**src/mkte_pkg.sv**
```systemverilog
// Shared types, codes and the letter table of the multi-tap keypad text entry block.
// No dependencies; every other file of the block refers to this package by scoped names.
`timescale 1ns / 1ps
`default_nettype none

package mkte_pkg;

  localparam int LineLengthDefault = 32;
  localparam int NumKeys           = 9;
  localparam int PressW            = 14;

  localparam logic [7:0]        SpaceCode = 8'h20;
  localparam logic [7:0]        DigitZero = 8'h30;
  localparam logic [1:0]        NoTap     = 2'd3;
  localparam logic [PressW-1:0] PressWrap = 14'd10000;

  // Key pairs that act as commands
  localparam logic [NumKeys-1:0] KeysClear = 9'h006;
  localparam logic [NumKeys-1:0] KeysMode  = 9'h030;
  localparam logic [NumKeys-1:0] KeysSpace = 9'h180;

  typedef logic [3:0] key_idx_t;
  typedef logic [1:0] tap_t;

  // Operation on the character cells for one accepted key transaction
  typedef struct packed {
    logic       clear;
    logic       shift;
    logic       write;
    logic [7:0] ch;
  } line_op_t;

  // Operation on the output shift chain
  typedef struct packed {
    logic load;
    logic advance;
  } out_op_t;

  function automatic logic [7:0] letter(input key_idx_t k, input tap_t t);
    logic [23:0] row;
    case (k)
      4'd0:    row = {"Z", "Q", "."};
      4'd1:    row = {"C", "B", "A"};
      4'd2:    row = {"F", "E", "D"};
      4'd3:    row = {"I", "H", "G"};
      4'd4:    row = {"L", "K", "J"};
      4'd5:    row = {"O", "N", "M"};
      4'd6:    row = {"S", "R", "P"};
      4'd7:    row = {"V", "U", "T"};
      4'd8:    row = {"Y", "X", "W"};
      default: row = {SpaceCode, SpaceCode, SpaceCode};
    endcase
    case (t)
      2'd0:    letter = row[7:0];
      2'd1:    letter = row[15:8];
      default: letter = row[23:16];
    endcase
  endfunction

endpackage

`default_nettype wire

```
**src/mkte_in_if.sv**
```systemverilog
// Input channel of the keypad text entry block: valid/ready handshake and the key vector.
// Depends on mkte_pkg for the key count.
`timescale 1ns / 1ps
`default_nettype none

interface mkte_in_if;
  logic                          valid;
  logic                          ready;
  logic [mkte_pkg::NumKeys-1:0]  keys_pressed;

  modport source (output valid, output keys_pressed, input ready);
  modport sink   (input valid, input keys_pressed, output ready);
endinterface

`default_nettype wire

```
**src/mkte_out_if.sv**
```systemverilog
// Output channel of the keypad text entry block: valid/ready handshake and one display column.
// Depends on mkte_pkg for the counter width.
`timescale 1ns / 1ps
`default_nettype none

interface mkte_out_if;
  logic                         valid;
  logic                         ready;
  logic [4:0]                   char_position;
  logic [7:0]                   char_code;
  logic                         digit_mode;
  logic [mkte_pkg::PressW-1:0]  press_count;
  logic                         last_char;

  modport source (output valid, output char_position, output char_code, output digit_mode,
                  output press_count, output last_char, input ready);
  modport sink   (input valid, input char_position, input char_code, input digit_mode,
                  input press_count, input last_char, output ready);
endinterface

`default_nettype wire

```
**src/mkte_cell.sv**
```systemverilog
// One column of the display line: the stored character and its slot in the output shift chain.
// Depends on mkte_pkg for the operation structs and the space code.
`timescale 1ns / 1ps
`default_nettype none

module mkte_cell (
  input  wire logic               clk,
  input  wire logic               rst,
  input  wire mkte_pkg::line_op_t op,
  input  wire logic               wr_en,
  input  wire logic [7:0]         right_ch,
  input  wire logic               visible,
  input  wire mkte_pkg::out_op_t  out_op,
  input  wire logic [7:0]         right_out,
  output logic [7:0]              ch,
  output logic [7:0]              out_ch
);

  // Stored character: clear, take the right neighbor on a shift, or take the new character
  always_ff @(posedge clk) begin
    if (rst) begin
      ch <= mkte_pkg::SpaceCode;
    end else if (op.clear) begin
      ch <= mkte_pkg::SpaceCode;
    end else if (op.shift) begin
      ch <= right_ch;
    end else if (wr_en) begin
      ch <= op.ch;
    end
  end

  // Output slot: snapshot the column, then move toward column zero one step per transaction
  always_ff @(posedge clk) begin
    if (out_op.load) begin
      out_ch <= visible ? ch : mkte_pkg::SpaceCode;
    end else if (out_op.advance) begin
      out_ch <= right_out;
    end
  end

endmodule

`default_nettype wire

```
**src/mkte_ctrl.sv**
```systemverilog
// Key decoder and entry state: commands, multi-tap memory, mode, line length, press counter.
// Depends on mkte_pkg; drives the line operation for the row of mkte_cell columns.
`timescale 1ns / 1ps
`default_nettype none

module mkte_ctrl #(
  parameter int LINE_LENGTH = mkte_pkg::LineLengthDefault,
  parameter int IDX_W       = (LINE_LENGTH > 1) ? $clog2(LINE_LENGTH) : 1,
  parameter int LEN_W       = $clog2(LINE_LENGTH + 1)
) (
  input  wire logic                          clk,
  input  wire logic                          rst,
  input  wire logic                          fire,
  input  wire logic [mkte_pkg::NumKeys-1:0]  keys,
  output mkte_pkg::line_op_t                 op,
  output logic [IDX_W-1:0]                   wr_idx,
  output logic [LEN_W-1:0]                   line_len,
  output logic                               mode,
  output logic [mkte_pkg::PressW-1:0]        press_total
);

  localparam logic [LEN_W-1:0] FullLen = LEN_W'(LINE_LENGTH);

  logic                        first_tap;
  mkte_pkg::tap_t              tap [mkte_pkg::NumKeys];

  mkte_pkg::key_idx_t          top;
  mkte_pkg::key_idx_t          oth;
  logic                        any_key;
  logic                        found;
  logic [3:0]                  n_press;
  logic [mkte_pkg::PressW-1:0] press_sum;
  logic [mkte_pkg::PressW-1:0] press_next;
  logic                        is_clr, is_mode, is_space, is_key;
  logic                        do_append, append, rewrite, full;
  mkte_pkg::tap_t              tap_top, tap_step;
  logic [LEN_W-1:0]            len_m1;
  logic [7:0]                  new_ch;

  // Highest pressed key, press count, and the current tap slot of that key
  always_comb begin
    top     = '0;
    n_press = '0;
    tap_top = mkte_pkg::NoTap;
    for (int i = 0; i < mkte_pkg::NumKeys; i++) begin
      if (keys[i]) begin
        top     = mkte_pkg::key_idx_t'(i);
        n_press = n_press + 4'd1;
      end
    end
    for (int i = 0; i < mkte_pkg::NumKeys; i++) begin
      if (top == mkte_pkg::key_idx_t'(i)) tap_top = tap[i];
    end
  end

  // Lowest other key with a tap still recorded
  always_comb begin
    found = 1'b0;
    oth   = '0;
    for (int i = 0; i < mkte_pkg::NumKeys; i++) begin
      if (!found && top != mkte_pkg::key_idx_t'(i) && tap[i] != mkte_pkg::NoTap) begin
        found = 1'b1;
        oth   = mkte_pkg::key_idx_t'(i);
      end
    end
  end

  always_comb begin
    any_key   = |keys;
    press_sum = press_total + mkte_pkg::PressW'(n_press);
    press_next = (press_sum >= mkte_pkg::PressWrap) ? press_sum - mkte_pkg::PressWrap
                                                    : press_sum;
    is_clr   = (keys & mkte_pkg::KeysClear) == mkte_pkg::KeysClear;
    is_mode  = !is_clr && ((keys & mkte_pkg::KeysMode) == mkte_pkg::KeysMode);
    is_space = !is_clr && !is_mode && ((keys & mkte_pkg::KeysSpace) == mkte_pkg::KeysSpace);
    is_key   = !is_clr && !is_mode && !is_space && any_key;

    do_append = found || first_tap;
    tap_step  = (tap_top >= 2'd2) ? 2'd0 : tap_top + 2'd1;
    append    = is_space || (is_key && (mode || do_append));
    rewrite   = is_key && !mode && !do_append;
    full      = line_len == FullLen;
    len_m1    = line_len - LEN_W'(1);

    if (is_space) begin
      new_ch = mkte_pkg::SpaceCode;
    end else if (mode) begin
      new_ch = mkte_pkg::DigitZero + 8'(top) + 8'd1;
    end else if (do_append) begin
      new_ch = mkte_pkg::letter(top, 2'd0);
    end else begin
      new_ch = mkte_pkg::letter(top, tap_step);
    end

    op.clear = fire && is_clr;
    op.shift = fire && append && full;
    op.write = fire && ((append && !full) || (rewrite && line_len != '0));
    op.ch    = new_ch;
    wr_idx   = append ? line_len[IDX_W-1:0] : len_m1[IDX_W-1:0];
  end

  always_ff @(posedge clk) begin
    if (rst) begin
      line_len    <= '0;
      mode        <= 1'b0;
      first_tap   <= 1'b1;
      press_total <= '0;
      for (int i = 0; i < mkte_pkg::NumKeys; i++) tap[i] <= mkte_pkg::NoTap;
    end else if (fire) begin
      press_total <= press_next;
      if (is_clr) begin
        line_len <= '0;
      end
      if (is_mode) begin
        mode      <= !mode;
        first_tap <= 1'b1;
        for (int i = 0; i < mkte_pkg::NumKeys; i++) tap[i] <= mkte_pkg::NoTap;
      end
      if (append && !full) begin
        line_len <= line_len + LEN_W'(1);
      end
      if (is_key && !mode) begin
        first_tap <= 1'b0;
        for (int i = 0; i < mkte_pkg::NumKeys; i++) begin
          if (found && oth == mkte_pkg::key_idx_t'(i)) begin
            tap[i] <= mkte_pkg::NoTap;
          end
          if (top == mkte_pkg::key_idx_t'(i)) begin
            tap[i] <= do_append ? 2'd0 : tap_step;
          end
        end
      end
    end
  end

`ifndef NO_ASSERTIONS
  a_press_range: assert property (@(posedge clk) disable iff (rst)
    press_total < mkte_pkg::PressWrap)
    else $error("press counter left the decimal range");

  a_len_range: assert property (@(posedge clk) disable iff (rst)
    line_len <= FullLen)
    else $error("line length beyond line capacity");
`endif

endmodule

`default_nettype wire

```
**src/multitap_keypad_text_entry.sv**
```systemverilog
// Multi-tap keypad text entry: key decoder, a row of character cells, and an output shift chain.
// An accepted key transaction updates the cell characters; the next snapshot loads them into the output slots.
// The output chain moves one column per cycle while the sink is ready; the next key transaction is
//   taken while a run drains and is snapshot as the last column of that run leaves.
// Reset: line all spaces, length zero, letter mode, no taps, press count zero, no output.
`timescale 1ns / 1ps
`default_nettype none

module multitap_keypad_text_entry #(
  parameter int LINE_LENGTH = mkte_pkg::LineLengthDefault
) (
  input  wire logic   clk,
  input  wire logic   rst,
  mkte_in_if.sink     in_ch,
  mkte_out_if.source  out_ch
);

  // Column index width and a length width that can hold LINE_LENGTH itself
  localparam int IDX_W = (LINE_LENGTH > 1) ? $clog2(LINE_LENGTH) : 1;
  localparam int LEN_W = $clog2(LINE_LENGTH + 1);
  localparam logic [LEN_W-1:0] RunLen  = LEN_W'(LINE_LENGTH);
  localparam logic [4:0]       PosLast = 5'((LINE_LENGTH - 1) % 32);

  mkte_pkg::line_op_t          op;
  mkte_pkg::out_op_t           out_op;
  logic [IDX_W-1:0]            wr_idx;
  logic [LEN_W-1:0]            line_len;
  logic                        mode;
  logic [mkte_pkg::PressW-1:0] press_total;

  logic [7:0]                  cell_ch  [LINE_LENGTH];
  logic [7:0]                  cell_out [LINE_LENGTH];

  // Output run bookkeeping
  logic                        pend;      // line updated, snapshot not yet taken
  logic [LEN_W-1:0]            rem;       // columns of the current run still to deliver
  logic [4:0]                  pos;
  logic                        mode_q;
  logic [mkte_pkg::PressW-1:0] press_q;
  logic                        in_fire;
  logic                        out_fire;

  // Take a key transaction whenever the previous update has been snapshot
  assign in_ch.ready = !pend;
  assign in_fire     = in_ch.valid && in_ch.ready;
  assign out_fire    = out_ch.valid && out_ch.ready;

  // Snapshot the line once the chain is empty or its last column leaves in this cycle
  assign out_op.load    = pend && (rem == '0 || (rem == LEN_W'(1) && out_fire));
  assign out_op.advance = out_fire && !out_op.load;

  mkte_ctrl #(
    .LINE_LENGTH (LINE_LENGTH),
    .IDX_W       (IDX_W),
    .LEN_W       (LEN_W)
  ) u_ctrl (
    .clk         (clk),
    .rst         (rst),
    .fire        (in_fire),
    .keys        (in_ch.keys_pressed),
    .op          (op),
    .wr_idx      (wr_idx),
    .line_len    (line_len),
    .mode        (mode),
    .press_total (press_total)
  );

  // Row of columns: each hands its character left on a shift and its output slot left on
  // each delivered transaction that takes no snapshot; the last column takes the new character / a space.
  for (genvar i = 0; i < LINE_LENGTH; i++) begin : g_cell
    logic [7:0] right_ch;
    logic [7:0] right_out;
    logic       wr_en;
    logic       visible;

    if (i == LINE_LENGTH - 1) begin : g_edge
      assign right_ch  = op.ch;
      assign right_out = mkte_pkg::SpaceCode;
    end else begin : g_inner
      assign right_ch  = cell_ch[i + 1];
      assign right_out = cell_out[i + 1];
    end

    assign wr_en   = op.write && (wr_idx == IDX_W'(i));
    assign visible = LEN_W'(i) < line_len;

    mkte_cell u_cell (
      .clk       (clk),
      .rst       (rst),
      .op        (op),
      .wr_en     (wr_en),
      .right_ch  (right_ch),
      .visible   (visible),
      .out_op    (out_op),
      .right_out (right_out),
      .ch        (cell_ch[i]),
      .out_ch    (cell_out[i])
    );
  end

  always_ff @(posedge clk) begin
    if (rst) begin
      pend <= 1'b0;
      rem  <= '0;
      pos  <= '0;
    end else begin
      if (in_fire) begin
        pend <= 1'b1;
      end else if (out_op.load) begin
        pend <= 1'b0;
      end
      if (out_op.load) begin
        rem <= RunLen;
        pos <= '0;
      end else if (out_fire) begin
        rem <= rem - LEN_W'(1);
        pos <= pos + 5'd1;
      end
    end
  end

  // Mode and press count hold for the whole run
  always_ff @(posedge clk) begin
    if (out_op.load) begin
      mode_q  <= mode;
      press_q <= press_total;
    end
  end

  assign out_ch.valid         = rem != '0;
  assign out_ch.char_position = pos;
  assign out_ch.char_code     = cell_out[0];
  assign out_ch.digit_mode    = mode_q;
  assign out_ch.press_count   = press_q;
  assign out_ch.last_char     = rem == LEN_W'(1);

`ifndef NO_ASSERTIONS
  a_fire_pends: assert property (@(posedge clk) disable iff (rst)
    in_fire |=> pend)
    else $error("accepted key transaction not marked for snapshot");

  a_last_pos: assert property (@(posedge clk) disable iff (rst)
    out_ch.valid && out_ch.last_char |-> pos == PosLast)
    else $error("run ends at the wrong column");

  a_load_starts: assert property (@(posedge clk) disable iff (rst)
    out_op.load |=> out_ch.valid && pos == 5'd0 && !out_ch.last_char || RunLen == LEN_W'(1))
    else $error("snapshot did not start a run at column zero");

  a_drain_idle: assert property (@(posedge clk) disable iff (rst)
    out_fire && out_ch.last_char && !pend |=> !out_ch.valid)
    else $error("output stayed valid after the last column");
`endif

endmodule

`default_nettype wire
```
**src/flat_wrapper.sv**
```systemverilog
// flat-port wrapper written by rule: the top's interface ports become plain ports
module multitap_keypad_text_entry_flat 
#(
  parameter int LINE_LENGTH = mkte_pkg::LineLengthDefault
)
  (clk, rst, in_ch_valid, in_ch_keys_pressed, in_ch_ready, out_ch_valid, out_ch_char_position, out_ch_char_code, out_ch_digit_mode, out_ch_press_count, out_ch_last_char, out_ch_ready);
  mkte_in_if in_ch_i ();
  mkte_out_if out_ch_i ();
  input  wire logic clk;
  input  wire logic rst;
  input wire logic [$bits(in_ch_i.valid)-1:0] in_ch_valid;
  input wire logic [$bits(in_ch_i.keys_pressed)-1:0] in_ch_keys_pressed;
  output wire logic [$bits(in_ch_i.ready)-1:0] in_ch_ready;
  output wire logic [$bits(out_ch_i.valid)-1:0] out_ch_valid;
  output wire logic [$bits(out_ch_i.char_position)-1:0] out_ch_char_position;
  output wire logic [$bits(out_ch_i.char_code)-1:0] out_ch_char_code;
  output wire logic [$bits(out_ch_i.digit_mode)-1:0] out_ch_digit_mode;
  output wire logic [$bits(out_ch_i.press_count)-1:0] out_ch_press_count;
  output wire logic [$bits(out_ch_i.last_char)-1:0] out_ch_last_char;
  input wire logic [$bits(out_ch_i.ready)-1:0] out_ch_ready;
  assign in_ch_i.valid = in_ch_valid;
  assign in_ch_i.keys_pressed = in_ch_keys_pressed;
  assign in_ch_ready = in_ch_i.ready;
  assign out_ch_valid = out_ch_i.valid;
  assign out_ch_char_position = out_ch_i.char_position;
  assign out_ch_char_code = out_ch_i.char_code;
  assign out_ch_digit_mode = out_ch_i.digit_mode;
  assign out_ch_press_count = out_ch_i.press_count;
  assign out_ch_last_char = out_ch_i.last_char;
  assign out_ch_i.ready = out_ch_ready;
  multitap_keypad_text_entry #(.LINE_LENGTH(LINE_LENGTH)) u_core (.clk(clk), .rst(rst), .in_ch(in_ch_i), .out_ch(out_ch_i));
endmodule
```
**config.mk**
```make
export PLATFORM = sky130hd
export DESIGN_NAME = multitap_keypad_text_entry_flat
export DESIGN_NICKNAME = d
export VERILOG_FILES = /design/src/mkte_pkg.sv /design/src/mkte_in_if.sv /design/src/mkte_out_if.sv /design/src/mkte_cell.sv /design/src/mkte_ctrl.sv /design/src/multitap_keypad_text_entry.sv /design/src/flat_wrapper.sv
export SDC_FILE = /design/constraint.sdc
export NUM_CORES = 1
export LEC_CHECK = 0
export BUFFER_PORTS_ARGS = -buffer_cell sky130_fd_sc_hd__buf_4
export CORE_ASPECT_RATIO = 1.25
export CORE_MARGIN = 5
export CORE_UTILIZATION = 63
export CTS_CLUSTER_DIAMETER = 30
export DETAILED_ROUTE_END_ITERATION = 7
export PLACE_DENSITY = 0.8
export SYNTH_ARGS = -nofsm -noshare
export SYNTH_HDL_FRONTEND = slang
export SYNTH_SLANG_ARGS = --single-unit
export TNS_END_PERCENT = 30
```
**constraint.sdc**
```tcl
create_clock -name clk -period 16.05 [get_ports clk]
set_clock_uncertainty 0.2 [all_clocks]
set_input_delay 3.21 -clock clk [delete_from_list [all_inputs] [get_ports clk]]
set_output_delay 3.21 -clock clk [all_outputs]
set_load 0.1 [all_outputs]
```
# Word-level counts from Yosys, hierarchy flattened

Memories as Yosys holds them, arrays and structs flattened.
Cells that the tools add are included.

Reduce and logical (&&, ||, !) cells: 149
$lt $le $gt $ge: 34
Add/sub/neg operators: 17
Equal/unequal tests: 70
Bitwise logic cells: 27
Multiplexer cells: 342

Operators by type and width:

| operator                                                                    | number |
|---|---|
| 8-bit two-way mux                                                           | 163 |
| 1-bit two-way mux                                                           | 112 |
| 5-bit by 6-bit less-than comparator with 1-bit output, first input constant | 16 |
| 5-bit equality test, second input constant                                  | 16 |
| 2-bit two-way mux                                                           | 40 |
| 4-bit two-way mux                                                           | 20 |
| 1-bit logical AND                                                           | 77 |
| 2-bit nonzero test                                                          | 37 |
| 4-bit by 6-bit less-than comparator with 1-bit output, first input constant | 8 |
| 5-bit by 4-bit equality test with 1-bit output, second input constant       | 8 |
| 4-bit by 3-bit equality test with 1-bit output, second input constant       | 8 |
| 4-bit by 1-bit adder with 4-bit output, second input constant               | 7 |
| 1-bit OR                                                                    | 27 |
| 3-bit by 6-bit less-than comparator with 1-bit output, first input constant | 4 |
| 6-bit two-way mux                                                           | 4 |
| 5-bit by 3-bit equality test with 1-bit output, second input constant       | 4 |
| 2-bit != test, second input constant                                        | 9 |
| 4-bit by 2-bit equality test with 1-bit output, second input constant       | 4 |
| 1-bit logical NOT                                                           | 16 |
| 4-bit by 3-bit != test with 1-bit output, second input constant             | 4 |
| 8-bit one-hot mux with 2 select lines                                       | 1 |
| 14-bit by 4-bit adder with 14-bit output                                    | 1 |
| 14-bit greater-or-equal comparator, second input constant                   | 1 |
| 14-bit two-way mux                                                          | 1 |
| other kinds (34)                                                            | 51 |

Memory bits (read-only): 672
Bits in registers: 561
Memory bits (writable): 18
Memories kept: 3
Input bits: 13

Memories:

| name              | depth | bits a word | read ports | clocked after Yosys merged registers in | write ports | line            | source |
|---|---|---|---|---|---|---|---|
| (no name shown)   | 16    | 21          | 1          | 0                                       | 0           | mkte_pkg.sv:41  | `case (k)` |
| (no name shown)   | 16    | 21          | 1          | 0                                       | 0           | mkte_pkg.sv:41  |  |
| u_core.u_ctrl.tap | 9     | 2           | 9          | 0                                       | 9           | mkte_ctrl.sv:25 | `mkte_pkg::tap_t tap [mkte_pkg::NumKeys];` |

# Depth between registers and ports, before layout

Gate-level depths: netlist of run 1.

Depth in word-level cells: 53
Depth in mapped cells: 41
Depth with buffers taken out: 40

# Hierarchy

Synthesis of run 1 repeated with hierarchy kept, for this count alone.

Cell total of the unflattened synthesis: 3,058
Area, all modules: 31,555.3 um2

Modules (own cells, without submodules):

| module                     | cells each | area an instance (um2) | instances |
|---|---|---|---|
| mkte_cell                  | 72         | 800.8                  | 32 |
| mkte_ctrl                  | 552        | 4,327.9                | 1 |
| multitap_keypad_text_entry | 202        | 1,602.8                | 1 |

# Worst setup path before layout of run 1

Ideal clock, no wire load.

Path kind: flip-flop to flip-flop
Start: register u_core.rem[2]
End: register u_core.g_cell[0].u_cell.out_ch[0], enable pin
Library setup time: 855 ps
Stages on the path, launching flop included: 4
Required time: 14,995 ps
Period minus slack after synthesis: 12,950 ps
Data arrival time: 11,895 ps
Setup slack: 3,100 ps
Cell sequence: dfxtp_1 > nor4_1 > nand2_1 > o21bai_1

Longest elaborated chain between the ends: 8
Elaborated cells on any way between the ends: 10
Those cells by class: eq/ne (1); reduce/logical (9)

RTL lines:

| item                                    | line                              | source |
|---|---|---|
| start, declared                         | multitap_keypad_text_entry.sv:36  | `logic [LEN_W-1:0] rem;` |
| start signal, assigned                  | multitap_keypad_text_entry.sv:113 | `rem <= RunLen;` |
| start signal, assigned                  | multitap_keypad_text_entry.sv:116 | `rem <= rem - LEN_W'(1);` |
| 6-bit nonzero test (*)                  | multitap_keypad_text_entry.sv:130 | `assign out_ch.valid = rem != '0;` |
| via out_ch_valid                        | flat_wrapper.sv:14                | `output wire logic [$bits(out_ch_i.valid)-1:0] out_ch_valid;` |
| 1-bit logical AND (*)                   | multitap_keypad_text_entry.sv:46  | `assign out_fire = out_ch.valid && out_ch.ready;` |
| 1-bit logical AND                       | multitap_keypad_text_entry.sv:49  | `assign out_op.load = pend && (rem == '0 \|\| (rem == LEN_W'(1) && out_fire));` |
| 1-bit logical OR                        | multitap_keypad_text_entry.sv:49  |  |
| 1-bit logical AND                       | multitap_keypad_text_entry.sv:49  |  |
| 1-bit logical NOT                       | multitap_keypad_text_entry.sv:50  | `assign out_op.advance = out_fire && !out_op.load;` |
| 1-bit logical AND                       | multitap_keypad_text_entry.sv:50  |  |
| 2-bit nonzero test (no source line) (*) | -                                 |  |
| end signal, assigned                    | mkte_cell.sv:35                   | `out_ch <= visible ? ch : mkte_pkg::SpaceCode;` |
| end signal, assigned                    | mkte_cell.sv:37                   | `out_ch <= right_out;` |
| end, declared                           | mkte_cell.sv:16                   | `output logic [7:0] out_ch` |

The timed path passes the listed nets; every way through them passes the cells marked *.
A chain may end at the register's enable or synchronous reset.

# Worst setup path after layout of run 1

Start: input port in_ch_keys_pressed[1]
End: register u_core.u_ctrl.press_total[9] (netlist bit)

Longest elaborated chain between the ends: 18
Elaborated cells on any way between the ends: 19
Those cells by class: add/sub (9); order compare (1); mux (9)

RTL lines:

| item                                                                    | line               | source |
|---|---|---|
| start, declared                                                         | flat_wrapper.sv:12 | `input wire logic [$bits(in_ch_i.keys_pressed)-1:0] in_ch_keys_pressed;` |
| 4-bit two-way mux (*)                                                   | mkte_ctrl.sv:46    | `if (keys[i]) begin` |
| 4-bit by 1-bit adder with 4-bit output                                  | mkte_ctrl.sv:48    | `n_press = n_press + 4'd1;` |
| 4-bit two-way mux (*)                                                   | mkte_ctrl.sv:46    |  |
| 4-bit by 1-bit adder with 4-bit output                                  | mkte_ctrl.sv:48    |  |
| 4-bit two-way mux (*)                                                   | mkte_ctrl.sv:46    |  |
| 4-bit by 1-bit adder with 4-bit output                                  | mkte_ctrl.sv:48    |  |
| 4-bit two-way mux (*)                                                   | mkte_ctrl.sv:46    |  |
| 4-bit by 1-bit adder with 4-bit output                                  | mkte_ctrl.sv:48    |  |
| [... 2 more ...]                                                        | -                  |  |
| 4-bit two-way mux (*)                                                   | mkte_ctrl.sv:46    |  |
| 4-bit by 1-bit adder with 4-bit output                                  | mkte_ctrl.sv:48    |  |
| 4-bit two-way mux (*)                                                   | mkte_ctrl.sv:46    |  |
| 4-bit by 1-bit adder with 4-bit output                                  | mkte_ctrl.sv:48    |  |
| 4-bit two-way mux (*)                                                   | mkte_ctrl.sv:46    |  |
| 14-bit by 4-bit adder with 14-bit output (*)                            | mkte_ctrl.sv:70    | `press_sum = press_total + mkte_pkg::PressW'(n_press);` |
| 14-bit subtractor or 14-bit greater-or-equal comparator (tied branches) | mkte_ctrl.sv:71    | `press_next = (press_sum >= mkte_pkg::PressWrap) ? press_sum - mkte_pkg::PressWrap` |
| 14-bit two-way mux (*)                                                  | mkte_ctrl.sv:71    |  |
| end signal, assigned                                                    | mkte_ctrl.sv:110   | `press_total <= press_next;` |
| end, declared                                                           | mkte_ctrl.sv:19    | `output logic [mkte_pkg::PressW-1:0] press_total` |

Every way passes the cells marked *; elsewhere a longest branch is shown, timed or not.

==> flow_summary.ini, run 1 <==
[power]
pwr-share-comb_pct = 23.4
seq_power_share_pct = 38.6
internal_power_mw = 3.53
p_clk_share_pct = 37.9
power.share.switching_pct = 33.0
power.leakage_nw = 11.5
total_power_mw = 5.27
irDropWorstVdd_uv = 422
power.switching_mw = 1.74
power_density_nw_per_um2 = 180

[synthesis]
synth_flop_cell = dfxtp_1
synthArstFlopShare_pct = 0
postSynthAreaPerCell_um2 = 9.69
synth_fp_nets = 2687
synthCells = 2645
synth_area_um2 = 25600
synth_edf_count = 257
synth_top_area_cell = edfxtp_1
ys_seq_area_share_pct = 50.3
ys_warn_count = 0
synth_cell_types = 104
yosysTopAreaCellShare_pct = 30.1
ys_seq_elements = 515
synthTopCellsByArea = edfxtp_1, dfxtp_1, nand2_1

[clock_network]
cts_tree = done
cts_resized = 0
clkTransAtPathRegs_ps = 50
cts_root_buf = clkbuf_16
cts_sinks = 515
clk_latency_ps = 630
clk_path_buf_depth = 3
ctsHoldBuffers = 0
htree_num_levels = 3
numCtsBuffers = 89
cts_setup_buffers = 0

[sta]
finalCritPeriodShare_pct = 69.0
drv_slew = 0
setup-violations-final = 0
finalSetupTns_ps = 0
relSlewSlack_pct = 16.5
hold_violations = 0
worstMarginPinSlew_ps = 1250
max_freq_mhz = 90.3
post-route-min-period_ps = 11080
rsz0062_at_grt = false

[outcome]
outcome = complete, no violations

[routing]
via_count = 21001
drt_iter0_drc = 2192
post-route-drc-count = 0
drt-pass1-iter-count = 6
antenna_left = 0
via_per_inst = 6.53
wire_per_inst_um = 20.6
wirelength_um = 66400

[cells_and_area]
seqCellArea_um2 = 12900
multiInputGateArea_um2 = 11700
area_growth_pct = 14.1
nFillCells = 2799
fin_nets = 2636
final_area_um2 = 29200
final_util_pct = 72.7
fin_cells = 3216
diodes = 0
drive_gt1_share_pct = 11.8

[worst_setup_path]
cp_max_fo = 13
arrival_ps = 11380
rr_endpoint = u_core.g_cell[0].u_cell.out_ch[6]
r2r_cells = 8
critPathMaxStageDelay_ps = 770
crit_path_start = in_ch_keys_pressed[1]
crit_path_start_kind = primary input
required_ps = 16350
reg2reg_from = u_core.rem[0]
cpMostUsedCell = ha_1
end_kind = register
path_class = in -> reg
reg2reg_slack_ps = 10980
critical_path.slowest_cell = o22ai_1

[die]
pin_count = 44
rows = 82
die_area_um2 = 44800
die_w_um = 190
core_area_um2 = 40200
start_util_pct = 63.7
die_h_um = 236

[global_routing]
grt_max_degree = 111
grtUsageTotal_pct = 28.8
antenna_found_initial = 0
grt_first_pass_wirelength_um = 107000
overflow = 0
grt_pass1_vias = 20635

[hold_path]
min_path_type = reg -> reg
holdCritStartpoint = u_core.u_ctrl.first_tap
hold_path_depth = 2
hold_end = u_core.u_ctrl.first_tap

[place]
port_buffers = 42
dp_hpwl_um = 39800
place_congestion = 0.928
placed_cells = 3049
placed_cell_area_um2 = 26000

[run]
cap_violations = 0
-- critical path: cells and delay by family --
kind | cells | cell delay (ps)
adder cells (fa/ha/maj) | 9 | 2760
AO/OA/AOI/OAI | 9 | 2430
AND/OR/NAND/NOR | 10 | 1500
multiplexers | 4 | 1080
buffers and inverters | 4 | 380
-- power by group through the flow --
stage | Clock, mW | Combinational (mW) | Sequential, mW
floorplan | 0 | 0.786 | 2.31
global placement | 0 | 1.19 | 2.04
detailed placement | 0 | 1.23 | 2.05
CTS | 2.01 | 1.23 | 2.03
global route | 2.08 | 1.35 | 2.06
finish | 2.00 | 1.23 | 2.03
-- cell usage after synthesis, drive strengths merged, types with 4 or more instances --
cell       n
nand2    416
clkbuf   163
a21oi    165
nand2b     7
inv       44
o2111ai   17
o211ai   118
dfxtp    258
o211a      6
or3        7
a31o       7
and3      17
o21ai    155
nor4       4
a31oi     19
ha        28
nor3      21
xnor2     20
a21o       8
o22ai      8
nor2     136
xor2      15
a211oi    30
edfxtp   257
buf       49
and2       7
mux2       5
a22o      53
o21a       7
nand4     91
nand3    256
a22oi      4
or2        7
o221ai     5
nand3b     6
and4       5
mux2i    156
nor2b     13
-- cell usage in the layout (no fill, tap or decap), drive strengths merged, types with 19 or more instances in the layout --
| cell | Yosys | layout |
|---|---|---|
| o211ai | 118 | 118 |
| a21oi | 165 | 165 |
| o21ai | 155 | 155 |
| ha | 28 | 28 |
| a22o | 53 | 53 |
| clkbuf | 163 | 108 |
| nand3 | 256 | 256 |
| dfxtp | 258 | 258 |
| nand4 | 91 | 91 |
| clkinv | 2 | 22 |
| nand2 | 416 | 416 |
| a211oi | 30 | 30 |
| mux2i | 156 | 156 |
| buf | 49 | 70 |
| nor2 | 136 | 136 |
| inv | 44 | 61 |
| edfxtp | 257 | 257 |
| a31oi | 19 | 19 |
| xnor2 | 20 | 20 |
| nor3 | 21 | 21 |
-- metal layers --
metal | wire length, um | global-route usage, %
met1 | 26200 | 36.3
met2 | 33200 | 48.8
met3 | 4490 | 5.10
met4 | 2470 | 12.1
met5 | 0 | 0
-- worst max path at each step --
| stage | end | slack (ps) | cells after the start |
|---|---|---|---|
| after global placement | u_core.u_ctrl.press_total[9] | 4760 | 36 |
| after detailed placement | u_core.u_ctrl.press_total[9] | 4440 | 36 |
| after CTS | u_core.u_ctrl.press_total[9] | 5070 | 36 |
| final | u_core.u_ctrl.press_total[9] | 4970 | 36 |
| after floorplan | u_core.g_cell[0].u_cell.out_ch[0] | 3100 | 3 |
| after global routing | u_core.u_ctrl.press_total[9] | 4300 | 36 |
-- cell families after synthesis --
kind of cell / Yosys count / share of synthesized area, %
compound gates: 644 / 18.3
xor+xnor: 36 / 1.29
fa+ha+maj: 29 / 1.45
buf+inv: 258 / 4.20
flops: 515 / 50.3
mux: 161 / 6.36
other cells: 1 / 0.0146
simple gates: 1001 / 18.1
-- cell type report --
type / instances / area share [%]
inverters: 46 / 0.608
flip-flops and latches: 515 / 44.1
well taps: 546 / 2.34
multi-input cells: 1872 / 40.2
clock inverters: 59 / 2.46
clock buffers: 108 / 8.57
repair buffers: 70 / 1.80
-- sequential cells by signal, summed over array words and instances (netlist names) --
| name | flops |
|---|---|
| u_core.rem | 6 |
| u_core.out_ch.press_count | 14 |
| u_core.u_ctrl.press_total | 14 |
| u_core.g_cell.u_cell.ch | 224 |
| u_core.u_ctrl.line_len | 6 |
| u_core.pend | 1 |
| u_core.u_ctrl.first_tap | 1 |
| u_core.g_cell.u_cell.out_ch | 224 |
| u_core.out_ch.digit_mode | 1 |
| u_core.u_ctrl.tap | 18 |
| u_core.u_ctrl.mode | 1 |
| u_core.out_ch.char_position | 5 |
-- per-stage QoR --
step,setup slack (ps),hold slack [ps]
after floorplan,3100,203
after global placement,4760,245
after detailed placement,4440,248
after CTS,5070,252
after global routing,4300,293
final,4970,259
No activity file was read; power rests on OpenSTA's default activity.
==> run 2, diff against run 1 <==
--- a/config.mk
+++ b/config.mk
@@ -5,13 +5,14 @@
 export SDC_FILE = /design/constraint.sdc
 export NUM_CORES = 1
 export LEC_CHECK = 0
+export ABC_AREA = 1
 export BUFFER_PORTS_ARGS = -buffer_cell sky130_fd_sc_hd__buf_4
 export CORE_ASPECT_RATIO = 1.25
 export CORE_MARGIN = 5
-export CORE_UTILIZATION = 63
+export CORE_UTILIZATION = 57
 export CTS_CLUSTER_DIAMETER = 30
 export DETAILED_ROUTE_END_ITERATION = 7
-export PLACE_DENSITY = 0.8
+export PLACE_DENSITY = 0.76
 export SYNTH_ARGS = -nofsm -noshare
 export SYNTH_HDL_FRONTEND = slang
 export SYNTH_SLANG_ARGS = --single-unit
==> constraint.sdc (replaced) <==
create_clock -name clk -period 9.65 [get_ports clk]
set_clock_uncertainty 0.2 [all_clocks]
set_input_delay 1.93 -clock clk [delete_from_list [all_inputs] [get_ports clk]]
set_output_delay 1.93 -clock clk [all_outputs]
set_load 0.1 [all_outputs]
==> flow_summary.ini, run 2 <==
[synthesis]
synthTopCellsByArea = edfxtp_1, dfxtp_1, nand2_1
synth_edf_count = 257
yosysTopAreaCellShare_pct = 29.3
synthCells = 3508
synthTopCellsByCount = nand2_1, nor2_1, nand3_1, inv_1, dfxtp_1
synthArstFlopShare_pct = 0
synth_flop_cell = dfxtp_1
synth_top_area_cell = edfxtp_1
synth_area_um2 = 26300
ys_seq_area_share_pct = 48.9
postSynthAreaPerCell_um2 = 7.51
yosysMostFrequentCell = nand2_1
ys_warn_count = 0
synth_fp_nets = 3550
synth_cell_types = 52
ys_seq_elements = 515

[clock_network]
htree_num_levels = 3
cts_resized = 0
numCtsBuffers = 98
cts_root_buf = clkbuf_16
clk_path_buf_depth = 3
cts_setup_buffers = 0
cts_sinks = 515
cts_tree = done
clk_latency_ps = 650
ctsHoldBuffers = 0
clkTransAtPathRegs_ps = 50

[place]
dp_hpwl_um = 44700
placed_cell_area_um2 = 26900
place_congestion = 0.925
post-place-ws_ps = 802
port_buffers = 42

[global_routing]
grt_first_pass_wirelength_um = 116000
grtUsageTotal_pct = 27.7
grt_max_degree = 245
overflow = 0
antenna_found_initial = 0
grt_pass1_vias = 23015

[sta]
hold_violations = 0
relSlewSlack_pct = 20.1
rsz0062_at_grt = false
drv_slew = 0
max_freq_mhz = 121
finalCritPeriodShare_pct = 85.8
setup-violations-final = 0
setup_slack_ps = 1370
worstMarginPinSlew_ps = 1190
finalSetupTns_ps = 0
post-route-min-period_ps = 8280

[die]
core_area_um2 = 45900
pin_count = 44
die_h_um = 250
die_area_um2 = 50600
die_w_um = 202
rows = 88
start_util_pct = 57.4

[cells_and_area]
area_growth_pct = 14.3
layout.cells.most_common_list = nand2_1, nor2_1, nand3_1
fin_nets = 3543
diodes = 0
layout_commonest_cell = nand2_1
final_area_um2 = 30100
reg.largest.list = u_core.g_cell.u_cell.ch: 224 flops, u_core.g_cell.u_cell.out_ch: 224 flops, u_core.u_ctrl.tap: 18 flops
final_util_pct = 65.6
drive_gt1_share_pct = 10.1

[routing]
wire_per_inst_um = 17.3
drt-pass1-iter-count = 8
post-route-drc-count = 0
antenna_left = 0
drt_iter0_drc = 2290
via_count = 23603
via_per_inst = 5.66
wirelength_um = 72200

[power]
total_power_mw = 9.00
power.leakage_nw = 13.9
irDropWorstVdd_uv = 261
power_density_nw_per_um2 = 299

[worst_setup_path]
crit_path_start = in_ch_keys_pressed[1]
cp_max_fo = 13
critical_path.slowest_cell = ha_1
reg2reg_from = u_core.u_ctrl.line_len[1]
cp_num_buf_inv = 6
end_kind = register
arrival_ps = 8600
path_class = in -> reg
crit_path_start_kind = primary input
cpLargestDelayFamily = adder cells
critPathMaxStageDelay_ps = 330
required_ps = 9970
worst-path-stages = 42
r2r_cells = 13
cpMostUsedCell = nand2_1

[hold_path]
holdCritStartpoint = u_core.u_ctrl.press_total[12]
min_path_type = reg -> reg
hold_path_depth = 0

[run]
cap_violations = 0

[outcome]
outcome = complete, no violations
run 2: final cells by class:
class | instances | area, um^2
multi-input combinational | 2439 | 11300
inverter | 390 | 1480
tap | 585 | 732
sequential | 515 | 12900
timing repair buffer | 57 | 478
clock buffer | 121 | 2660
clock inverter | 63 | 574
fill | 3824 | 15800
run 2: metrics by stage:
step,hold slack [ps],instances
2_1_floorplan,208,3508
4_1_cts,249,4170
5_1_grt,261,4170
6_report,252,4170
3_5_place_dp,226,3986
3_3_place_gp,223,3986
run 2: report_power, final:
part / switching, mW / internal, mW / leakage [nW]
clock network: 1.17 / 2.14 / 1.58
registers: 0.196 / 3.24 / 4.50
logic: 1.71 / 0.539 / 7.81
run 2: worst paths after layout:
check	to	slack, ps
min	u_core.out_ch.press_count[12]	250
max	u_core.u_ctrl.press_total[9]	1370
max reg2reg	u_core.g_cell[5].u_cell.ch[4]	5100
min reg2reg	u_core.out_ch.press_count[12]	250
run 2: kinds of logic (layout without fill, tap and decap cells):
group	after synthesis	count (layout)	share of synthesized area (%)
XOR/XNOR	25	25	0.831
other	1	1	0.0142
flip-flops	515	515	48.9
AO/OA/AOI/OAI	373	373	8.51
AND/OR/NAND/NOR	2011	2011	32.0
adder cells (fa/ha/maj)	29	29	1.41
buffers and inverters	554	631	8.35
run 2: layer usage:
| layer | routed length, um | vias to the layer above | global-route usage, % |
|---|---|---|---|
| met4 | 2740 | 0 | 12.2 |
| met3 | 4950 | 208 | 4.58 |
| met2 | 35300 | 905 | 47.5 |
| met5 | 0 | - | 0 |
| li1 | - | 11356 | - |
| met1 | 29300 | 11134 | 34.6 |
